**src/rtl/bhf_pkg.sv**
```systemverilog
// Shared types, constants and helper functions for the binary hole fill block.
// Used by bhf_ctrl, bhf_datapath and binary_hole_fill; depends on nothing else.
package bhf_pkg;

  localparam int ROW_W        = 32;
  localparam int SIDE_W       = 6;
  localparam int DEF_MAX_SIDE = 32;
  localparam logic [SIDE_W-1:0] SIDE_RESET = SIDE_W'(32);

  typedef enum logic [2:0] {
    ST_LOAD,
    ST_PRIME,
    ST_WINDOW,
    ST_ROW,
    ST_EMIT_RD,
    ST_EMIT_LD,
    ST_EMIT_WAIT
  } state_t;

  // Commands from the controller to the datapath.
  typedef struct packed {
    logic              wall_we;
    logic [SIDE_W-1:0] wall_addr;
    logic              rd_en;
    logic [SIDE_W-1:0] rd_addr;
    logic              win_load;
    logic              row_step;
    logic              seed;
    logic              in_edge;
    logic              dn_valid;
    logic [SIDE_W-1:0] reach_addr;
    logic              out_load;
    logic              last;
  } cmd_t;

  typedef struct packed {
    logic changed_any;
  } stat_t;

  // Side actually used: at least 1, at most the row width and the storage depth.
  function automatic logic [SIDE_W-1:0] side_in_use(input logic [SIDE_W-1:0] len,
                                                    input int max_side);
    logic [SIDE_W:0] s;
    s = {1'b0, len};
    if (s == '0) s = (SIDE_W+1)'(1);
    if (int'(s) > max_side) s = (SIDE_W+1)'(max_side);
    if (int'(s) > ROW_W) s = (SIDE_W+1)'(ROW_W);
    return s[SIDE_W-1:0];
  endfunction

  function automatic logic [ROW_W-1:0] column_mask(input logic [SIDE_W-1:0] s);
    logic [ROW_W-1:0] m;
    if (int'(s) >= ROW_W) m = '1;
    else m = (ROW_W'(1) << s) - ROW_W'(1);
    return m;
  endfunction

endpackage

```
**src/rtl/bhf_ctrl.sv**
```systemverilog
// Controller for the binary hole fill block: load, propagation passes, emission.
// Depends on bhf_pkg; drives bhf_datapath through bhf_pkg::cmd_t.
module bhf_ctrl (
  input  logic                       clk,
  input  logic                       rst,
  input  logic [bhf_pkg::SIDE_W-1:0] side,
  input  logic                       in_valid,
  output logic                       in_ready,
  input  logic                       final_row,
  output logic                       out_valid,
  input  logic                       out_ready,
  input  bhf_pkg::stat_t             stat,
  output bhf_pkg::cmd_t              cmd
);

  bhf_pkg::state_t state, state_next;
  logic [bhf_pkg::SIDE_W-1:0] row, row_next;
  logic first, first_next;
  logic in_acc;
  logic row_last;

  assign in_acc   = in_valid && (state == bhf_pkg::ST_LOAD);
  assign row_last = (row == side - bhf_pkg::SIDE_W'(1));

  always_ff @(posedge clk) begin
    if (rst) begin
      state <= bhf_pkg::ST_LOAD;
      row   <= '0;
      first <= 1'b0;
    end else begin
      state <= state_next;
      row   <= row_next;
      first <= first_next;
    end
  end

  always_comb begin
    state_next = state;
    row_next   = row;
    first_next = first;
    case (state)
      bhf_pkg::ST_LOAD: begin
        if (in_acc) begin
          if (row < side) row_next = row + bhf_pkg::SIDE_W'(1);
          if (final_row) begin
            row_next   = '0;
            first_next = 1'b1;
            state_next = bhf_pkg::ST_PRIME;
          end
        end
      end
      bhf_pkg::ST_PRIME:  state_next = bhf_pkg::ST_WINDOW;
      bhf_pkg::ST_WINDOW: begin
        row_next   = '0;
        state_next = bhf_pkg::ST_ROW;
      end
      bhf_pkg::ST_ROW: begin
        if (row_last) begin
          row_next   = '0;
          first_next = 1'b0;
          state_next = stat.changed_any ? bhf_pkg::ST_PRIME : bhf_pkg::ST_EMIT_RD;
        end else begin
          row_next = row + bhf_pkg::SIDE_W'(1);
        end
      end
      bhf_pkg::ST_EMIT_RD: state_next = bhf_pkg::ST_EMIT_LD;
      bhf_pkg::ST_EMIT_LD: state_next = bhf_pkg::ST_EMIT_WAIT;
      bhf_pkg::ST_EMIT_WAIT: begin
        if (out_ready) begin
          if (row_last) begin
            row_next   = '0;
            state_next = bhf_pkg::ST_LOAD;
          end else begin
            row_next   = row + bhf_pkg::SIDE_W'(1);
            state_next = bhf_pkg::ST_EMIT_LD;
          end
        end
      end
      default: state_next = bhf_pkg::ST_LOAD;
    endcase
  end

  always_comb begin
    cmd       = '0;
    in_ready  = 1'b0;
    out_valid = 1'b0;
    case (state)
      bhf_pkg::ST_LOAD: begin
        in_ready      = 1'b1;
        cmd.wall_we   = in_acc && (row < side);
        cmd.wall_addr = row;
      end
      bhf_pkg::ST_PRIME: begin
        cmd.rd_en   = 1'b1;
        cmd.rd_addr = '0;
      end
      bhf_pkg::ST_WINDOW: begin
        // Row 0 enters the window; row 1 is fetched behind it.
        cmd.win_load = 1'b1;
        cmd.seed     = first;
        cmd.in_edge  = 1'b1;
        cmd.rd_en    = bhf_pkg::SIDE_W'(1) < side;
        cmd.rd_addr  = bhf_pkg::SIDE_W'(1);
      end
      bhf_pkg::ST_ROW: begin
        // The read data holds the row below the current one.
        cmd.row_step   = 1'b1;
        cmd.seed       = first;
        cmd.reach_addr = row;
        cmd.dn_valid   = (row + bhf_pkg::SIDE_W'(1)) < side;
        cmd.in_edge    = (row + bhf_pkg::SIDE_W'(2)) == side;
        cmd.rd_en      = (row + bhf_pkg::SIDE_W'(2)) < side;
        cmd.rd_addr    = row + bhf_pkg::SIDE_W'(2);
      end
      bhf_pkg::ST_EMIT_RD: begin
        cmd.rd_en   = 1'b1;
        cmd.rd_addr = row;
      end
      bhf_pkg::ST_EMIT_LD: begin
        cmd.out_load = 1'b1;
        cmd.last     = row_last;
      end
      bhf_pkg::ST_EMIT_WAIT: begin
        out_valid   = 1'b1;
        cmd.rd_en   = out_ready && !row_last;
        cmd.rd_addr = row + bhf_pkg::SIDE_W'(1);
      end
      default: cmd = '0;
    endcase
  end

endmodule

```
**src/rtl/bhf_datapath.sv**
```systemverilog
// Datapath for the binary hole fill block: wall and reach memories, the three-row
// propagation window and the output word register. Depends on bhf_pkg.
module bhf_datapath #(
  parameter int MAX_SIDE = bhf_pkg::DEF_MAX_SIDE
) (
  input  logic                       clk,
  input  logic                       rst,
  input  logic [bhf_pkg::SIDE_W-1:0] side,
  input  logic [bhf_pkg::ROW_W-1:0]  row_bits,
  input  bhf_pkg::cmd_t              cmd,
  output bhf_pkg::stat_t             stat,
  output logic [bhf_pkg::ROW_W-1:0]  wall_bits,
  output logic [bhf_pkg::ROW_W-1:0]  fill_bits,
  output logic                       last_out_row
);

  localparam int AW = $clog2(MAX_SIDE);

  logic [bhf_pkg::ROW_W-1:0] wall_mem  [MAX_SIDE];
  logic [bhf_pkg::ROW_W-1:0] reach_mem [MAX_SIDE];
  logic [bhf_pkg::ROW_W-1:0] rd_wall, rd_reach;

  logic [bhf_pkg::ROW_W-1:0] mask, edge_cols;
  logic [bhf_pkg::ROW_W-1:0] in_open, in_reach;
  logic [bhf_pkg::ROW_W-1:0] up_r, cur_r, cur_w;
  logic [bhf_pkg::ROW_W-1:0] dn, grow;
  logic changed, row_changed;

  assign mask      = bhf_pkg::column_mask(side);
  assign edge_cols = (bhf_pkg::ROW_W'(1) | (bhf_pkg::ROW_W'(1) << (side - bhf_pkg::SIDE_W'(1))))
                     & mask;

  always_ff @(posedge clk) begin
    if (cmd.wall_we) wall_mem[cmd.wall_addr[AW-1:0]] <= row_bits & mask;
    if (cmd.rd_en) rd_wall <= wall_mem[cmd.rd_addr[AW-1:0]];
  end

  always_ff @(posedge clk) begin
    if (cmd.row_step) reach_mem[cmd.reach_addr[AW-1:0]] <= grow;
    if (cmd.rd_en) rd_reach <= reach_mem[cmd.rd_addr[AW-1:0]];
  end

  // On the first pass the border seed replaces the stored reach of the incoming row.
  assign in_open  = ~rd_wall & mask;
  assign in_reach = cmd.seed ? (cmd.in_edge ? in_open : (in_open & edge_cols)) : rd_reach;

  assign dn   = cmd.dn_valid ? in_reach : '0;
  assign grow = (cur_r | (cur_r << 1) | (cur_r >> 1) | up_r | dn) & ~cur_w & mask;
  assign row_changed = (grow != cur_r);

  assign stat.changed_any = changed || row_changed;

  always_ff @(posedge clk) begin
    if (rst) begin
      changed <= 1'b0;
    end else if (cmd.win_load) begin
      changed <= 1'b0;
    end else if (cmd.row_step) begin
      changed <= changed || row_changed;
    end
  end

  always_ff @(posedge clk) begin
    if (cmd.win_load) begin
      up_r  <= '0;
      cur_r <= in_reach;
      cur_w <= rd_wall;
    end else if (cmd.row_step) begin
      up_r  <= grow;
      cur_r <= in_reach;
      cur_w <= rd_wall;
    end
  end

  always_ff @(posedge clk) begin
    if (cmd.out_load) begin
      wall_bits    <= rd_wall & mask;
      fill_bits    <= ~rd_wall & ~rd_reach & mask;
      last_out_row <= cmd.last;
    end
  end

endmodule

```
**src/rtl/binary_hole_fill.sv**
```systemverilog
// Top level of the binary hole fill block: configuration register, controller and datapath.
// Depends on bhf_pkg, bhf_ctrl and bhf_datapath.
//
// Rows of a square binary image (1 = wall, 0 = open) are taken one word per cycle. The
// word with final_row set starts the fill: open cells 4-connected to the border are
// found by propagation passes over the stored image, and every open cell they cannot
// reach is reported in fill_bits. A pass walks the rows through a three-row window fed
// by one read port on each row memory. Passes repeat until one changes nothing: at least
// one and at most about the length of the longest open path. The image then leaves as
// side output words, each held until out_ready takes it. No input word is taken from
// the final row until the last output word has been taken.
module binary_hole_fill #(
  parameter int MAX_SIDE = bhf_pkg::DEF_MAX_SIDE
) (
  input  logic                       clk,
  input  logic                       rst,
  input  logic                       cfg_we,
  input  logic [bhf_pkg::SIDE_W-1:0] cfg_wdata,
  input  logic                       in_valid,
  output logic                       in_ready,
  input  logic [bhf_pkg::ROW_W-1:0]  row_bits,
  input  logic                       final_row,
  output logic                       out_valid,
  input  logic                       out_ready,
  output logic [bhf_pkg::ROW_W-1:0]  wall_bits,
  output logic [bhf_pkg::ROW_W-1:0]  fill_bits,
  output logic                       last_out_row
);

  logic [bhf_pkg::SIDE_W-1:0] side_length;
  logic [bhf_pkg::SIDE_W-1:0] side;
  bhf_pkg::cmd_t  cmd;
  bhf_pkg::stat_t stat;

  always_ff @(posedge clk) begin
    if (rst) begin
      side_length <= bhf_pkg::SIDE_RESET;
    end else if (cfg_we) begin
      side_length <= cfg_wdata;
    end
  end

  assign side = bhf_pkg::side_in_use(side_length, MAX_SIDE);

  bhf_ctrl u_ctrl (
    .clk       (clk),
    .rst       (rst),
    .side      (side),
    .in_valid  (in_valid),
    .in_ready  (in_ready),
    .final_row (final_row),
    .out_valid (out_valid),
    .out_ready (out_ready),
    .stat      (stat),
    .cmd       (cmd)
  );

  bhf_datapath #(
    .MAX_SIDE (MAX_SIDE)
  ) u_datapath (
    .clk          (clk),
    .rst          (rst),
    .side         (side),
    .row_bits     (row_bits),
    .cmd          (cmd),
    .stat         (stat),
    .wall_bits    (wall_bits),
    .fill_bits    (fill_bits),
    .last_out_row (last_out_row)
  );

  // Loading and emission never overlap.
  a_no_overlap: assert property (@(posedge clk) disable iff (rst)
    !(in_ready && out_valid))
    else $error("input ready while an output word is pending");

  // A final row closes the input until the image has been emitted.
  a_final_closes: assert property (@(posedge clk) disable iff (rst)
    (in_valid && in_ready && final_row) |=> (!in_ready && !out_valid))
    else $error("input still open after final row");

  // Taking the last output word returns the block to loading.
  a_last_reopens: assert property (@(posedge clk) disable iff (rst)
    (out_valid && out_ready && last_out_row) |=> (in_ready && !out_valid))
    else $error("block did not return to loading after last word");

endmodule
```
**config.mk**
```make
export PLATFORM = sky130hd
export DESIGN_NAME = binary_hole_fill
export DESIGN_NICKNAME = d
export VERILOG_FILES = /design/src/rtl/bhf_pkg.sv /design/src/rtl/bhf_ctrl.sv /design/src/rtl/bhf_datapath.sv /design/src/rtl/binary_hole_fill.sv
export SDC_FILE = /design/constraint.sdc
export NUM_CORES = 2
export LEC_CHECK = 0
export BUFFER_PORTS_ARGS = -buffer_cell sky130_fd_sc_hd__buf_2
export CORE_AREA = 2 2 438 440
export DETAILED_ROUTE_END_ITERATION = 16
export DIE_AREA = 0 0 440 442
export PLACE_DENSITY = 0.68
export RECOVER_POWER = 50
export SYNTH_ARGS = -nofsm -noshare
export SYNTH_HDL_FRONTEND = slang
export SYNTH_SLANG_ARGS = --single-unit
```
**constraint.sdc**
```tcl
create_clock -name clk -period 10.14 [get_ports clk]
set_clock_uncertainty 0.2 [all_clocks]
set_input_delay 1.521 -clock clk [delete_from_list [all_inputs] [get_ports clk]]
set_output_delay 1.521 -clock clk [all_outputs]
set_load 0.02 [all_outputs]
```
-- Word-level counts from Yosys, hierarchy flattened
Memories as Yosys holds them, arrays and structs flattened. A register that Yosys moved wholly into a read port is not among the register bits.
Cells that the tools add are included.
- word-level logic and storage cells: 111
- memories kept: 2
- memory bits (writable): 2048
- input bits: 44
- flip-flop bits (word level): 178
- output and inout port bits: 67
- $add $sub $neg: 4
- bitwise operators: 16
- magnitude comparators: 7
- muxes and demuxes: 41
- reductions and logical operators: 14
- shift operators: 2
- eq/ne operators: 14
- memory list (memory ; words ; bits a word ; read ports ; clocked after Yosys merged registers in ; write ports ; line ; text):
    u_datapath.reach_mem ; 32 ; 32 ; 1 ; 1 ; 1 ; bhf_datapath.sv:20 ; logic [bhf_pkg::ROW_W-1:0] reach_mem [MAX_SIDE];
    u_datapath.wall_mem ; 32 ; 32 ; 1 ; 1 ; 1 ; bhf_datapath.sv:19 ; logic [bhf_pkg::ROW_W-1:0] wall_mem [MAX_SIDE];
- operators with widths (operator ; number):
    $and 32x32->32 ; 9
    $mux 32 ; 8
    $not 32->32 ; 3
    $or 32x32->32 ; 3
    $shl 1x6->32 const A ; 2
    $mux 6 ; 8
    $pmux 7 s5 ; 1
    $ne 32x32->1 ; 1
    $or 32x31->32 ; 1
    $sub 32x2->32 const B ; 1
    $pmux 6 s4 ; 1
    $pmux 3 s7 ; 1
    $lt 6x6->1 ; 3
    $mux 3 ; 6
    $gt 7x6->1 const B ; 2
    $mux 7 ; 2
    $eq 6x6->1 ; 2
    $reduce_and 4->1 ; 3
    $mux 1 ; 11
    $eq 3x3->1 const B ; 3
    $add 6x1->6 const B ; 1
    $add 6x2->6 const B ; 1
    $eq 3x2->1 const B ; 2
    $ge 6x6->1 const B ; 1
    other kinds (17) ; 22

-- Logic depth before layout (Yosys ltp)
- depth after elaboration: 22
- mapped depth: 25
- gate-level depth less buffers: 18

-- By module
Synthesis repeated with hierarchy kept, for this count alone.
- cells, all modules: 4175
- area total of the unflattened synthesis: 90305.4 um^2
- modules (own cells, without submodules) (module ; cells an instance ; area an instance (um^2) ; sequential area each (um^2) ; instances):
    bhf_datapath ; 3929 ; 88457.3 ; 67955.2 ; 1
    bhf_ctrl ; 219 ; 1594.0 ; 200.2 ; 1
    binary_hole_fill ; 27 ; 254.0 ; 120.1 ; 1

-- Least setup slack after synthesis
No wires, ideal clock.
- path type: reg2reg
- start: register side_length[3] (netlist name)
- end: register u_ctrl.state[2]
- path buffers: 6
- path slack: 3.009 ns
- data required time: 9.823 ns
- data arrival time: 6.814 ns
- clock period less this slack: 7.131 ns
- cell stages (with the launch flop): 22
- setup time: 0.117 ns
- path through: dfxtp_1 buf_4 buf_6 buf_2 buf_1 nor4_1 o21ai_0 ha_1 ha_1 clkbuf_1 nor4b_2 inv_1 ha_1 clkbuf_1 nor4b_1 and3_1 a2111oi_1 a22oi_1 nand4_1 nor4_1 and4_1 a32o_1
- longest elaborated chain between the ends: 22
- elaborated cells between the ends (all ways): 35
- classes of those cells: 2 x add/sub; 4 x order compare; 4 x eq/ne; 2 x shift; 14 x mux; 6 x bitwise; 3 x reduce/logical
- RTL lines (item ; line ; text):
    from (decl) ; binary_hole_fill.sv:30 ; logic [bhf_pkg::SIDE_W-1:0] side_length;
    from (signal assigned) ; binary_hole_fill.sv:37 ; side_length <= bhf_pkg::SIDE_RESET;
    from (signal assigned) ; binary_hole_fill.sv:39 ; side_length <= cfg_wdata;
    $logic_not 6->1 ; bhf_pkg.sv:45 ; if (s == '0) s = (SIDE_W+1)'(1);
    $mux 6 * ; bhf_pkg.sv:45 ;
    $gt 7x6->1 ; bhf_pkg.sv:46 ; if (int'(s) > max_side) s = (SIDE_W+1)'(max_side);
    $mux 6 * ; bhf_pkg.sv:46 ;
    $gt 7x6->1 ; bhf_pkg.sv:47 ; if (int'(s) > ROW_W) s = (SIDE_W+1)'(ROW_W);
    $mux 6 * ; bhf_pkg.sv:47 ;
    $shl 1x6->32 ; bhf_pkg.sv:54 ; else m = (ROW_W'(1) << s) - ROW_W'(1);
    $sub 32x2->32 ; bhf_pkg.sv:54 ;
    (+7 left out) ; -- ;
    $and 32x32->32 ; bhf_datapath.sv:48 ; assign grow = (cur_r | (cur_r << 1) | (cur_r >> 1) | up_r | dn) & ~cur_w & mask;
    $and 32x32->32 * ; bhf_datapath.sv:48 ;
    net u_datapath.grow, one bit ; bhf_datapath.sv:26 ; logic [bhf_pkg::ROW_W-1:0] dn, grow;
    $ne 32x32->1 * ; bhf_datapath.sv:49 ; assign row_changed = (grow != cur_r);
    $logic_or 1x1->1 * ; bhf_datapath.sv:51 ; assign stat.changed_any = changed || row_changed;
    $mux 3 * ; bhf_ctrl.sv:61 ; state_next = stat.changed_any ? bhf_pkg::ST_PRIME : bhf_pkg::ST_EMIT_RD;
    $mux 3 * ; bhf_ctrl.sv:58 ; if (row_last) begin
    $pmux 3 s7 * ; bhf_ctrl.sv:41 ; case (state)
    to (signal assigned) ; bhf_ctrl.sv:27 ; state <= bhf_pkg::ST_LOAD;
    to (signal assigned) ; bhf_ctrl.sv:31 ; state <= state_next;
    to (decl) ; bhf_ctrl.sv:16 ; bhf_pkg::state_t state, state_next;
The timed path passes the listed nets; every way through them passes the cells marked *. The select of a mux whose other input is x is not followed.
A chain may end at the register's enable or synchronous reset.

-- Final worst setup path
- start: register u_ctrl.state[1]
- end: memory u_datapath.reach_mem[20][8] (netlist name) (enable)
- longest elaborated chain between the ends: 4
- elaborated cells between the ends (all ways): 5
- classes of those cells: 1 x eq/ne; 4 x mux
- RTL lines (item ; line ; text):
    $eq 3x2->1 * ; bhf_ctrl.sv:87 ; case (state)
    $mux 1 ; bhf_ctrl.sv:87 ;
    $mux 1 ; bhf_datapath.sv:39 ; if (cmd.row_step) reach_mem[cmd.reach_addr[AW-1:0]] <= grow;
    $mux 1 (implied by the code) ; bhf_datapath.sv:39 ;
    to (decl) ; bhf_datapath.sv:20 ;
Every way passes the cells marked *; elsewhere a longest branch is shown, timed or not.

==> impl_metrics.json <==
{
  "status": "finished, violations left",
  "violations": "capacitance limit, slew limit",
  "seqPwrFrac": 0.527,
  "antenna_left": 0,
  "grt_max_degree": 190,
  "start_kind": "flip-flop",
  "synth_largest_area_cell": "edfxtp_1",
  "netlist_instances": 7437,
  "wl_per_cell_um": 28.5,
  "drc_errors": 0,
  "numClockSinks": 2290,
  "drtIter0Drc": 9061,
  "power_frac_comb": 0.105,
  "synth-compound-area-share": 0.0830,
  "cap_violations": 67,
  "synthToLayoutAreaGrowth_pct": 11.0,
  "fin_crit_ps": 8570,
  "slew_violations": 2268,
  "synthSimpleGateAreaFrac": 0.163,
  "synth_fp_nets": 7507,
  "routed_wirelength_mm": 289,
  "fmax_mhz": 117,
  "switching_share": 0.255,
  "cp.arrival_ps": 8740,
  "synth-xor-area-share": 0.00222,
  "dieArea_um2": 194000,
  "placed_cell_area_um2": 98500,
  "ys_warn_count": 0,
  "synth_adder_area_share": 0.00344,
  "cts-root-buf": "clkbuf_16",
  "worstMarginPinSlew_ps": 4280,
  "fin_crit_sh": 0.845,
  "hold_viol_final": 0,
  "vias_per_cell": 6.33,
  "final_area_um2": 105000,
  "track_usage": 0.291,
  "cts_resized": 0,
  "antenna_found_initial": 15,
  "layout.cells.non_filler": 10100,
  "timing.hold.ws_ps": 255,
  "dp_cells": 9715,
  "power_switching_mw": 5.35,
  "start_util": 0.498,
  "muxShareOfSynthArea": 0.00232,
  "cts.hold.buffers_added": 0,
  "hp-class": "reg -> reg",
  "drive_gt1_frac": 0.0852,
  "layout_common_cells": "edfxtp_1 (2,241), nand2_1 (2,233), nand3_1 (545)",
  "synth_top_area_frac": 0.712,
  "end_kind": "flip-flop",
  "leakage_nw": 35.7,
  "final.fill_count": 15100,
  "coreArea_um2": 190000,
  "slew_headroom": -1.85,
  "setup_viol": 0,
  "clock_latency_ps": 890,
  "ios": 111,
  "powerDensity_nw_per_um2": 200,
  "synth_top_family_by_area": "simple AND/OR/NAND/NOR gates",
  "cp_max_fo": 37,
  "ys_ff_latch": 2290,
  "synth_area_leaders": "edfxtp_1 (71%), nand2_1 (8.9%), a311oi_1 (3.0%), nand3_1 (2.9%), and3_1 (1.8%)",
  "clkSlewWorstSetupHoldPaths_ps": 70,
  "syn_area_um2": 94500,
  "syn_area_per_cell_um2": 12.7,
  "rows": 160,
  "die_x_um": 440,
  "synthFlopType": "edfxtp_1",
  "ys_types": 94,
  "rsz0062_at_grt": "false",
  "peakVddDrop_v": 0.000170,
  "die_y_um": 442,
  "gp_congestion": 0.967,
  "tns_ps": 0,
  "internal_power_mw": 15.6,
  "cts_buffers": 219,
  "crit_required_ps": 10310,
  "clkPwrFrac": 0.369,
  "async_flop_share": 0,
  "cts_tree": "done",
  "grt_pass1_wl_mm": 413,
  "dpl.hpwl_mm": 156,
  "nets": 7496,
  "ys_seq_area_frac": 0.722,
  "synth_edf_count": 2241,
  "crit_type": "reg -> reg",
  "grt-ovfl-total": 0,
  "cts_max_level": 4,
  "post-cts-setup-buffer-count": 0,
  "vias": 64200,
  "portBuffers": 110,
  "grt_pass1_vias": 59500,
  "dr.pass1.iters": 6,
  "final_common_cell": "edfxtp_1",
  "clockBufferDepth": 3
}
==> path summary, 6_finish.rpt <==
kind / start / to / slack, ps / cells after the start
setup / recovery: u_ctrl.state[1]$_SDFFE_PP0P_ / u_datapath.reach_mem[20][8]$_DFFE_PP_ / 1570 / 6
hold / removal: u_datapath.up_r[19]$_SDFFE_PP0P_ / u_datapath.up_r[19]$_SDFFE_PP0P_ / 260 / 2
setup reg to reg: u_ctrl.state[1]$_SDFFE_PP0P_ / u_datapath.reach_mem[20][8]$_DFFE_PP_ / 1570 / 6
hold reg to reg: u_datapath.up_r[19]$_SDFFE_PP0P_ / u_datapath.up_r[19]$_SDFFE_PP0P_ / 260 / 2
==> cells in the mapped netlist, types with 16 or more instances <==
library cell / count
a211oi_1: 81
a21oi_1: 67
a22o_1: 27
a311o_1: 63
a311oi_1: 322
a31o_2: 67
a31oi_1: 158
and2_1: 24
and3_1: 277
buf_1: 49
buf_2: 22
clkbuf_1: 441
dfxtp_1: 49
edfxtp_1: 2241
ha_1: 26
inv_1: 49
nand2_1: 2233
nand2b_1: 19
nand3_1: 545
nor2_1: 153
nor2b_1: 62
nor3_1: 65
nor4_1: 31
o21ai_0: 41
o41ai_1: 16
or3_1: 18
or4_1: 16
xnor2_1: 18
==> power by group through the flow <==
stage | logic [mW] | registers, mW | clock network [mW]
final | 2.19 | 11.0 | 7.72
after global routing | 2.36 | 11.0 | 8.14
after CTS | 2.17 | 11.0 | 7.78
after detailed placement | 2.16 | 11.2 | 0
after global placement | 2.12 | 11.2 | 0
after floorplan | 1.38 | 11.1 | 0
==> state kept, by name (all words and copies together) (netlist names) <==
name,count
u_datapath.changed,1
u_ctrl.row,6
u_datapath.last_out_row,1
u_ctrl.state,3
u_datapath.rd_wall,32
u_ctrl.first,1
side_length,6
u_datapath.wall_mem,1024
u_datapath.cur_w,32
u_datapath.up_r,32
u_datapath.rd_reach,32
u_datapath.cur_r,32
u_datapath.reach_mem,1024
u_datapath.wall_bits,32
u_datapath.fill_bits,32
==> cell type report <==
| type | instances | area [um^2] | share of cell area |
|---|---|---|---|
| sequential | 2290 | 68300 | 0.651 |
| multi-input combinational | 4579 | 24800 | 0.236 |
| clock buffer | 261 | 5680 | 0.0542 |
| tap | 2511 | 3140 | 0.0300 |
| timing repair buffer | 286 | 1720 | 0.0164 |
| clock inverter | 143 | 1060 | 0.0101 |
| inverter | 50 | 188 | 0.00179 |
| antenna | 15 | 37.5 | 0.000358 |
==> per-layer routing <==
layer,track usage,routed length [um],up-vias
met2,0.437,131000,3595
met1,0.431,120000,32300
met5,0,14,-
met3,0.0469,28800,540
li1,-,-,27800
met4,0.102,10100,4
==> critical path: stages, from the launching register on <==
cell and delay [ps]:
dfxtp_1 310, clkbuf_1 1030, and3b_1 330, clkbuf_1 1700
nand2_1 1170, nor2_4 300, clkbuf_1 2920
==> stage by stage <==
stage / utilization / power [mW] / setup slack [ps]
floorplan: - / 12.4 / 3010
global placement: 0.520 / 13.3 / 3390
detailed placement: 0.520 / 13.4 / 3400
CTS: 0.555 / 21.0 / 3360
global route: 0.553 / 21.5 / 1430
finish: 0.553 / 20.9 / 1570
==> cells by family (layout without fill, tap and decap cells) <==
logic type	count (synthesis)	in the layout
AOI/OAI and AO/OA	993	993
xor gates and xnor gates	24	24
adders and majority gates	26	26
and+or+nand+nor	3515	3515
muxes	21	21
DFF	2290	2290
buffers and inverters	568	740
other	0	15
Note: power is estimated with default switching activity, not from simulation.
